===== src/rtl/qdt_pkg.sv =====
`timescale 1ns / 1ps
`default_nettype none

package qdt_pkg;

    localparam int DATA_W = 32;
    localparam int ADDR_W = 10;
    localparam int REQ_W  = 2;
    localparam int IRQ_W  = 4;
    localparam int REG_W  = 6;
    localparam int PRE_W  = 8;

    // request codes
    localparam logic [REQ_W-1:0] REQ_READ  = 2'd0;
    localparam logic [REQ_W-1:0] REQ_WRITE = 2'd1;
    localparam logic [REQ_W-1:0] REQ_TICK  = 2'd2;

    // register word offsets
    localparam logic [REG_W-1:0] REG_LOAD    = 6'd0;
    localparam logic [REG_W-1:0] REG_VALUE   = 6'd1;
    localparam logic [REG_W-1:0] REG_CONTROL = 6'd2;
    localparam logic [REG_W-1:0] REG_INTCLR  = 6'd3;
    localparam logic [REG_W-1:0] REG_RIS     = 6'd4;
    localparam logic [REG_W-1:0] REG_MIS     = 6'd5;
    localparam logic [REG_W-1:0] REG_BGLOAD  = 6'd6;

    // control word bits
    localparam int CT_ONESHOT  = 0;
    localparam int CT_WIDE     = 1;
    localparam int CT_PRE_LO   = 2;
    localparam int CT_PRE_HI   = 3;
    localparam int CT_IRQ_EN   = 5;
    localparam int CT_PERIODIC = 6;
    localparam int CT_ENABLE   = 7;

    // prescaler select codes
    localparam logic [1:0] PRE_DIV16  = 2'd1;
    localparam logic [1:0] PRE_DIV256 = 2'd2;

    localparam logic [DATA_W-1:0] CTRL_RESET   = 32'h0000_0020;
    localparam logic [DATA_W-1:0] LIMIT_WIDE   = 32'hffff_ffff;
    localparam logic [DATA_W-1:0] LIMIT_NARROW = 32'h0000_ffff;

    // controller to datapath
    typedef struct packed {
        logic capture;
        logic execute;
    } t_dp_cmd;

    // datapath to one timer
    typedef struct packed {
        logic              tick;
        logic              wr_load;
        logic              wr_ctrl;
        logic              wr_intclr;
        logic              wr_bgload;
        logic [DATA_W-1:0] data;
    } t_tmr_cmd;

    // one timer to datapath
    typedef struct packed {
        logic [DATA_W-1:0] reload;
        logic [DATA_W-1:0] count;
        logic [DATA_W-1:0] ctrl;
        logic              latch;
        logic              irq_next;
    } t_tmr_stat;

endpackage

`default_nettype wire


===== src/rtl/qdt_timer.sv =====
`timescale 1ns / 1ps
`default_nettype none

module qdt_timer (
    input  wire logic               i_clk,
    input  wire logic               i_rst_n,
    input  wire qdt_pkg::t_tmr_cmd  i_cmd,
    output qdt_pkg::t_tmr_stat      o_stat
);
    import qdt_pkg::*;

    logic [DATA_W-1:0] r_ctrl, n_ctrl;
    logic [DATA_W-1:0] r_reload, n_reload;
    logic [DATA_W-1:0] r_count, n_count;
    logic              r_latch, n_latch;
    logic [PRE_W-1:0]  r_pre, n_pre;
    logic              r_running, n_running;
    logic [PRE_W:0]    pre_inc;
    logic [PRE_W:0]    divisor;

    // free-running when neither oneshot nor periodic
    function automatic logic [DATA_W-1:0] eff_limit(input logic [DATA_W-1:0] ctrl,
                                                    input logic [DATA_W-1:0] reload);
        logic [DATA_W-1:0] lim;
        if (!ctrl[CT_PERIODIC] && !ctrl[CT_ONESHOT]) begin
            lim = ctrl[CT_WIDE] ? LIMIT_WIDE : LIMIT_NARROW;
        end else begin
            lim = reload;
        end
        return lim;
    endfunction

    assign pre_inc = {1'b0, r_pre} + 9'd1;

    always_comb begin
        unique case (r_ctrl[CT_PRE_HI:CT_PRE_LO])
            PRE_DIV16:  divisor = 9'd16;
            PRE_DIV256: divisor = 9'd256;
            default:    divisor = 9'd1;
        endcase
    end

    always_comb begin
        n_ctrl    = r_ctrl;
        n_reload  = r_reload;
        n_count   = r_count;
        n_latch   = r_latch;
        n_pre     = r_pre;
        n_running = r_running;
        if (i_cmd.tick && r_running) begin
            if (pre_inc >= divisor) begin
                n_pre = '0;
                if (r_count <= 32'd1) begin
                    n_latch = 1'b1;
                    if (r_ctrl[CT_ONESHOT]) begin
                        n_count   = '0;
                        n_running = 1'b0;
                    end else begin
                        n_count = eff_limit(r_ctrl, r_reload);
                    end
                end else begin
                    n_count = r_count - 32'd1;
                end
            end else begin
                n_pre = pre_inc[PRE_W-1:0];
            end
        end
        if (i_cmd.wr_load) begin
            n_reload = i_cmd.data;
            n_count  = eff_limit(r_ctrl, i_cmd.data);
        end
        if (i_cmd.wr_ctrl) begin
            n_ctrl    = i_cmd.data;
            n_running = i_cmd.data[CT_ENABLE];
            n_pre     = '0;
            if (i_cmd.data[CT_ENABLE]) begin
                n_count = eff_limit(i_cmd.data, r_reload);
            end
        end
        if (i_cmd.wr_intclr) begin
            n_latch = 1'b0;
        end
        if (i_cmd.wr_bgload) begin
            n_reload = i_cmd.data;
        end
    end

    always_ff @(posedge i_clk) begin
        if (!i_rst_n) begin
            r_ctrl    <= CTRL_RESET;
            r_reload  <= '0;
            r_count   <= '0;
            r_latch   <= 1'b0;
            r_pre     <= '0;
            r_running <= 1'b0;
        end else begin
            r_ctrl    <= n_ctrl;
            r_reload  <= n_reload;
            r_count   <= n_count;
            r_latch   <= n_latch;
            r_pre     <= n_pre;
            r_running <= n_running;
        end
    end

    assign o_stat.reload   = r_reload;
    assign o_stat.count    = r_count;
    assign o_stat.ctrl     = r_ctrl;
    assign o_stat.latch    = r_latch;
    assign o_stat.irq_next = n_latch & n_ctrl[CT_IRQ_EN];

endmodule

`default_nettype wire


===== src/rtl/qdt_datapath.sv =====
`timescale 1ns / 1ps
`default_nettype none

module qdt_datapath #(
    parameter int NUM_TIMERS = 4
) (
    input  wire logic                          i_clk,
    input  wire logic                          i_rst_n,
    input  wire qdt_pkg::t_dp_cmd              i_cmd,
    input  wire logic [qdt_pkg::REQ_W-1:0]     i_req_type,
    input  wire logic [qdt_pkg::ADDR_W-1:0]    i_address,
    input  wire logic [qdt_pkg::DATA_W-1:0]    i_write_data,
    output logic      [qdt_pkg::DATA_W-1:0]    o_read_data,
    output logic      [qdt_pkg::IRQ_W-1:0]     o_irq_lines,
    output logic                               o_bad_access
);
    import qdt_pkg::*;

    logic [REQ_W-1:0]  r_req;
    logic [ADDR_W-1:0] r_addr;
    logic [DATA_W-1:0] r_wdata;
    logic [DATA_W-1:0] r_read_data;
    logic [IRQ_W-1:0]  r_irq_lines;
    logic              r_bad_access;

    logic [1:0]        timer_idx;
    logic [REG_W-1:0]  reg_off;
    logic              idx_ok;
    logic              is_wr;
    t_tmr_stat         sel_stat;
    t_tmr_stat         tmr_stat [NUM_TIMERS];
    t_tmr_cmd          tmr_cmd  [NUM_TIMERS];
    logic [IRQ_W-1:0]  irq_vec;
    logic [DATA_W-1:0] rd;
    logic              bad;

    assign timer_idx = r_addr[ADDR_W-1:ADDR_W-2];
    assign reg_off   = r_addr[ADDR_W-3:2];
    assign idx_ok    = {1'b0, timer_idx} < 3'(NUM_TIMERS);
    assign is_wr     = (r_req == REQ_WRITE);

    always_ff @(posedge i_clk) begin
        if (i_cmd.capture) begin
            r_req   <= i_req_type;
            r_addr  <= i_address;
            r_wdata <= i_write_data;
        end
    end

    for (genvar g = 0; g < NUM_TIMERS; g++) begin : g_tmr
        logic wsel;
        assign wsel = i_cmd.execute && is_wr && idx_ok && (timer_idx == 2'(g));
        assign tmr_cmd[g].tick      = i_cmd.execute && (r_req == REQ_TICK);
        assign tmr_cmd[g].wr_load   = wsel && (reg_off == REG_LOAD);
        assign tmr_cmd[g].wr_ctrl   = wsel && (reg_off == REG_CONTROL);
        assign tmr_cmd[g].wr_intclr = wsel && (reg_off == REG_INTCLR);
        assign tmr_cmd[g].wr_bgload = wsel && (reg_off == REG_BGLOAD);
        assign tmr_cmd[g].data      = r_wdata;

        qdt_timer u_timer (
            .i_clk   (i_clk),
            .i_rst_n (i_rst_n),
            .i_cmd   (tmr_cmd[g]),
            .o_stat  (tmr_stat[g])
        );
    end

    always_comb begin
        sel_stat = '0;
        irq_vec  = '0;
        for (int i = 0; i < NUM_TIMERS; i++) begin
            if (timer_idx == 2'(i)) begin
                sel_stat = tmr_stat[i];
            end
            irq_vec[i] = tmr_stat[i].irq_next;
        end
    end

    // read mux and offset decode
    always_comb begin
        rd  = '0;
        bad = 1'b0;
        if (r_req == REQ_READ || r_req == REQ_WRITE) begin
            if (!idx_ok) begin
                bad = 1'b1;
            end else if (!is_wr) begin
                unique case (reg_off)
                    REG_LOAD, REG_BGLOAD: rd = sel_stat.reload;
                    REG_VALUE:            rd = sel_stat.count;
                    REG_CONTROL:          rd = sel_stat.ctrl;
                    REG_RIS:              rd = {31'b0, sel_stat.latch};
                    REG_MIS:              rd = {31'b0, sel_stat.latch & sel_stat.ctrl[CT_IRQ_EN]};
                    default:              bad = 1'b1;
                endcase
            end else begin
                unique case (reg_off)
                    REG_LOAD, REG_VALUE, REG_CONTROL, REG_INTCLR, REG_BGLOAD: bad = 1'b0;
                    default: bad = 1'b1;
                endcase
            end
        end
    end

    always_ff @(posedge i_clk) begin
        if (i_cmd.execute) begin
            r_read_data  <= rd;
            r_irq_lines  <= irq_vec;
            r_bad_access <= bad;
        end
    end

    assign o_read_data  = r_read_data;
    assign o_irq_lines  = r_irq_lines;
    assign o_bad_access = r_bad_access;

endmodule

`default_nettype wire


===== src/rtl/qdt_ctrl.sv =====
`timescale 1ns / 1ps
`default_nettype none

module qdt_ctrl (
    input  wire logic         i_clk,
    input  wire logic         i_rst_n,
    input  wire logic         i_start,
    output logic              o_busy,
    output logic              o_done,
    output qdt_pkg::t_dp_cmd  o_cmd
);
    import qdt_pkg::*;

    typedef enum logic [1:0] {
        ST_IDLE = 2'b01,
        ST_EXEC = 2'b10
    } t_state;

    t_state r_state, n_state;
    logic   r_done;

    always_comb begin
        unique case (r_state)
            ST_IDLE: n_state = i_start ? ST_EXEC : ST_IDLE;
            ST_EXEC: n_state = ST_IDLE;
            default: n_state = ST_IDLE;
        endcase
    end

    always_ff @(posedge i_clk) begin
        if (!i_rst_n) begin
            r_state <= ST_IDLE;
            r_done  <= 1'b0;
        end else begin
            r_state <= n_state;
            r_done  <= (r_state == ST_EXEC);
        end
    end

    assign o_busy        = (r_state != ST_IDLE);
    assign o_done        = r_done;
    assign o_cmd.capture = i_start && (r_state == ST_IDLE);
    assign o_cmd.execute = (r_state == ST_EXEC);

endmodule

`default_nettype wire


===== src/rtl/quad_down_timer_regs.sv =====
`timescale 1ns / 1ps
`default_nettype none
// quad down-counting timer register block
// - one transaction per start pulse: a register read, a register write or one
//   base clock tick that all timers see; i_req_type, i_address, i_write_data
//   are sampled at the edge where start is high and busy is low
// - address bits 9:8 pick the timer, bits 7:2 the register (load, value,
//   control, intclr, ris, mis, bgload); other offsets read 0 and flag o_bad_access
// - every transaction gives one result: o_done is high for exactly one cycle
//   with o_read_data, o_irq_lines and o_bad_access; the receiver cannot stall
//   it, so the result must be taken in that cycle
// - the accepting edge moves the controller into its execute state; at the end of
//   that state the result registers and o_done are loaded together
// - a new start is not taken during the single execute state of the controller,
//   in which all timer registers update
// - busy is high only in the execute cycle; a new start may be taken while
//   the previous result is still on the outputs
// - synchronous active-low reset: controls 0x20, counts, limits, latches and
//   prescalers zero, all timers stopped, no result pending
module quad_down_timer_regs #(
    parameter int NUM_TIMERS = 4
) (
    input  wire logic                          i_clk,
    input  wire logic                          i_rst_n,
    input  wire logic                          start,
    output logic                               busy,
    input  wire logic [qdt_pkg::REQ_W-1:0]     i_req_type,
    input  wire logic [qdt_pkg::ADDR_W-1:0]    i_address,
    input  wire logic [qdt_pkg::DATA_W-1:0]    i_write_data,
    output logic                               o_done,
    output logic      [qdt_pkg::DATA_W-1:0]    o_read_data,
    output logic      [qdt_pkg::IRQ_W-1:0]     o_irq_lines,
    output logic                               o_bad_access
);
    import qdt_pkg::*;

    // command from the sequencer to the register datapath
    t_dp_cmd dp_cmd;

    qdt_ctrl u_ctrl (
        .i_clk   (i_clk),
        .i_rst_n (i_rst_n),
        .i_start (start),
        .o_busy  (busy),
        .o_done  (o_done),
        .o_cmd   (dp_cmd)
    );

    // timers, decode, read mux and result registers
    qdt_datapath #(
        .NUM_TIMERS (NUM_TIMERS)
    ) u_datapath (
        .i_clk        (i_clk),
        .i_rst_n      (i_rst_n),
        .i_cmd        (dp_cmd),
        .i_req_type   (i_req_type),
        .i_address    (i_address),
        .i_write_data (i_write_data),
        .o_read_data  (o_read_data),
        .o_irq_lines  (o_irq_lines),
        .o_bad_access (o_bad_access)
    );

endmodule

`default_nettype wire


===== config.mk =====
export PLATFORM = sky130hd
export DESIGN_NAME = quad_down_timer_regs
export DESIGN_NICKNAME = d
export VERILOG_FILES = /design/src/rtl/qdt_pkg.sv /design/src/rtl/qdt_timer.sv /design/src/rtl/qdt_datapath.sv /design/src/rtl/qdt_ctrl.sv /design/src/rtl/quad_down_timer_regs.sv
export SDC_FILE = /design/constraint.sdc
export NUM_CORES = 2
export LEC_CHECK = 0
export ABC_AREA = 1
export BUFFER_PORTS_ARGS = -buffer_cell sky130_fd_sc_hd__buf_2
export CAP_MARGIN = 10
export CORE_UTILIZATION = 45
export CTS_CLUSTER_SIZE = 14
export DETAILED_ROUTE_END_ITERATION = 8
export HOLD_SLACK_MARGIN = 0.15
export PLACE_DENSITY = 0.61
export SYNTH_ARGS = -nofsm -noshare
export SYNTH_HDL_FRONTEND = slang
export SYNTH_HIERARCHICAL = 1
export SYNTH_SLANG_ARGS = --single-unit

===== constraint.sdc =====
create_clock -name i_clk -period 11.5 [get_ports i_clk]
set_clock_uncertainty 0.15 [all_clocks]
set_input_delay 1.725 -clock i_clk [delete_from_list [all_inputs] [get_ports i_clk]]
set_output_delay 1.725 -clock i_clk [all_outputs]
set_load 0.005 [all_outputs]

==> impl_results.md <==
- Library cell used as clock root buffer: clkbuf_16
- Total number of nets in the final design: 5,482
- Slew of the pin with the lowest slew margin: 1.28 ns
- Required time worst endpoint: between 10 and 15 ns
- Placed wire-length estimate: 103 mm
- Final Setup Violations: 0
- Pin count of the biggest net entering global routing: 150
- Share of async-settable or async-resettable flops after synthesis: 0
- Syn_nets: ~5,600
- Buffers inserted during post-CTS setup optimization: 0
- Total routing resource utilization after global routing: 0.373
- Starting utilization of the core area: 0.456
- Post-place setup slack: 6.99 ns
- Antenna violations before repair: 5
- Final routed DRC violation total: 0
- Post-CTS Resized: 0
- Area of placed instances: 35,600 um^2
- Number of synthesized register bits: 506
- Design Area, Final: 37,700 um^2
- IO Pins: 86
- Unrepaired setup endpoints after global routing: false
- Last weighted congestion value of the routability-driven placer: 1.05
- Cell accounting for the most synthesized area: dfxtp_1
- Top cells by area, synth: dfxtp_1 (25%), nand2_1 (16%), o21ai_0 (7.4%), nor2_1 (7.2%), a21oi_1 (6.9%)
- Number of flops mapped to enable cells by yosys: 79
- Core Rows: 101
- Total buffers and inverters traversed by the critical path: 5
- Area grow syn2layout: 8.19%
- Wire length of the first global-routing pass: 218 mm
- Worst min-delay path startpoint: u_datapath/g_tmr[2].u_timer/r_ctrl[7]
- Number of filler cells placed in the layout: 7,980
- Cell family with most CP delay: simple AND/OR/NAND/NOR gates
- Share of the core filled with cells in the final layout: 0.494
- Gr ovfl total: 0
- Cell Count, Final, Fillers Out: 6,487
- # H-tree levels: 2
- Pwr Density: 112 nW/um^2
- Launching element of the worst setup path: u_datapath/r_addr[9]
- Quantity of I/O buffers inserted on ports: between 80 and 90
- Number of warnings printed during yosys synthesis: 6
- Max-cap violations: 0
- Yosys top cell area share: 0.245
- Clock-pin slew on the worst setup and hold paths: 0.06 ns
- Post-CTS Hold Fix Bufs: 0
- Min cycle time layout: approximately 4.7 ns
- Total number of clock tree sinks: 506
- Share of the clock period used by the worst path: 0.408
- Start of the worst register-to-register path: u_datapath/r_addr[9]
- Placeable core area: around 76,000 um^2
- Sum Neg Setup Slack: 0 ns
- Worst path arrival time: just over 5 ns
- Number of buffers added by the clock tree synthesis step: 60
- Critical Path Sink Type: flop
- Prevailing post-synth register cell: dfxtp_1
- Height of the chip: 280 um
- Max Fclk: ~0.21 GHz
- Run status: completed
- Ordered list of cells on the worst path: buf_4 > buf_4 > nand2_4 > inv_1 > buf_4 > nand2_1 > nor2_4 > nand2_1 > clkinv_1 > nand2_1 > o21ai_0 > a21oi_2
- Detailed-router iteration count before antenna repair: 6
- Pins over their slew limit: 0
- Mapped Cells: 5,504
- Type of the worst setup path: reg2reg
- Cell variety after synth: 45
- Leakage power: 17.3 nW
- Vias after detailed routing: 37,205
- Number of global-route vias before repair: between 30,000 and 40,000
- Worst Slack Setup Final: 6.81 ns
- Critical Path Max Stage Delay: about 0.55 ns
- Worst min-delay path class: reg2reg
- Area of the die: just under 80,000 um^2
- Syn Area/Cell: 6.33 um^2
- Sequential-to-total area share from yosys stat: 0.313
- Width of the chip: approximately 280 um
- Post-DR vias/cell: 5.74
- DRC marker count from the first detailed-route iteration: 4,782
- Number of cells in the design after placement: 6,371
- Final routed wire length divided by cell count: roughly 23 um
- Count of antenna-violating nets left after detailed routing: 0
- Clock Path Buffers: 3
- Peak supply drop: 0.000118 V
- Cell area after technology mapping: ~35,000 um^2
- Crit Path Max Fanout: 67
- TritonCTS clock tree: done
- Total wirelength of the detailed-routed design: about 150 mm
- Kind of start point of the critical path: flop
- CP max stage cell: nand2_4
- Final hold vios: 0
- Share of cells above drive strength 1: 0.122
- Slew HR: 0.148
- Clock latency at the later pin of the worst-skew pair: 0.65 ns
[path summary, 6_finish.rpt]
check | slack (ns) | cells after the start | endpoint
max | 6.81 | 12 | u_datapath/g_tmr[3].u_timer/r_count[25]
min | 0.30 | 2 | u_datapath/g_tmr[2].u_timer/r_ctrl[7]
min reg2reg | 0.30 | 2 | u_datapath/g_tmr[2].u_timer/r_ctrl[7]
max reg2reg | 6.81 | 12 | u_datapath/g_tmr[3].u_timer/r_count[25]
[per-layer routing]
| metal | global-route usage | up-vias | part of all wire |
|---|---|---|---|
| met5 | 0.00688 | - | 0.00066 |
| met4 | 0.201 | 6 | 0.059 |
| met3 | 0.0824 | 293 | 0.12 |
| met2 | 0.517 | 2031 | 0.40 |
| met1 | 0.529 | 17320 | 0.43 |
| li1 | - | 17555 | - |
[sequential cells by signal, indices dropped and copies added, names as in the netlist]
signal and cells:
u_datapath/g_tmr.u_timer/r_ctrl 128, u_datapath/r_req 2, u_datapath/g_tmr.u_timer/r_latch 4, u_datapath/g_tmr.u_timer/r_pre 32, u_datapath/g_tmr.u_timer/r_running 4, u_ctrl/o_done 1, u_datapath/g_tmr.u_timer/r_reload 128, u_datapath/o_irq_lines 4
u_datapath/o_bad_access 1, u_datapath/g_tmr.u_timer/r_count 128, u_datapath/r_wdata 32, u_datapath/o_read_data 32, u_datapath/r_addr 8, u_ctrl/r_state 2
[where the power goes]
group | leakage [nW] | total [W] | switching [W] | internal, W
Combinational | 12.0 | 0.000280 | 0.000223 | 0.0000571
Clock | 1.05 | 0.00208 | 0.000825 | 0.00125
Sequential | 4.25 | 0.00185 | 0.0000415 | 0.00181
Total | 17.3 | 0.00421 | 0.00109 | 0.00312
[worst register-to-register path: stages, from the launching register on]
cell	delay, ns
edfxtp_1	0.34
buf_4	0.33
buf_4	0.51
nand2_4	0.57
inv_1	0.19
buf_4	0.51
nand2_1	0.30
nor2_4	0.16
nand2_1	0.48
clkinv_1	0.20
nand2_1	0.39
o21ai_0	0.39
a21oi_2	0.04
[layout make-up]
class,instances,area [um^2],area share
Multi-Input combinational cell,4100,20200,0.535
Sequential cell,506,10900,0.290
Inverter,577,2170,0.0575
Clock buffer,90,1840,0.0488
Tap cell,1030,1290,0.0342
Timing Repair Buffer,158,1000,0.0266
Clock inverter,22,292,0.00773
Antenna cell,4,10.0,0.000266
[cell usage in the layout (no fill, tap or decap), drive strengths merged, types with 32 or more instances in the layout]
master	synthesis	final
inv	572	572
o31ai	64	64
buf	125	158
nor2	742	742
nand3	390	390
o21ai	575	575
nand4	44	44
xor2	46	46
ha	32	32
dfxtp	427	427
a21oi	567	567
edfxtp	79	79
clkbuf	196	90
nand2	1563	1563
[through the flow]
stage                     power (W)  hold slack (ns)
after global routing        0.00430            0.321
final                       0.00421            0.299
after floorplan             0.00200            0.264
after global placement      0.00215            0.280
after CTS                   0.00421            0.298
after detailed placement    0.00215            0.284
[cell families after synthesis]
| family | synth area share |
|---|---|
| buffers and inverters | 0.111 |
| and+or+nand+nor | 0.360 |
| adders and majority gates | 0.0115 |
| xor gates and xnor gates | 0.0116 |
| DFF | 0.313 |
| AOI/OAI and AO/OA | 0.193 |
[cells in the mapped netlist, types with 4 or more instances]
| master | count |
|---|---|
| a21oi_1 | 483 |
| a21oi_2 | 83 |
| a22oi_1 | 4 |
| buf_2 | 66 |
| buf_4 | 33 |
| buf_6 | 20 |
| clkbuf_1 | 189 |
| clkbuf_8 | 4 |
| clkinv_1 | 5 |
| dfxtp_1 | 427 |
| edfxtp_1 | 79 |
| ha_1 | 32 |
| inv_1 | 565 |
| inv_2 | 6 |
| nand2_1 | 1480 |
| nand2_2 | 61 |
| nand2_4 | 22 |
| nand3_1 | 256 |
| nand3_2 | 134 |
| nand3b_1 | 18 |
| nand4_1 | 44 |
| nor2_1 | 671 |
| nor2_2 | 48 |
| nor2_4 | 18 |
| nor2_8 | 5 |
| nor3_1 | 4 |
| nor4_1 | 4 |
| o211ai_1 | 10 |
| o21ai_0 | 513 |
| o21ai_1 | 62 |
| o21bai_1 | 8 |
| o22ai_1 | 4 |
| o31ai_1 | 64 |
| or2_0 | 7 |
| or2_1 | 6 |
| or2_2 | 6 |
| xor2_1 | 46 |
(Power assumes the default switching activity.)
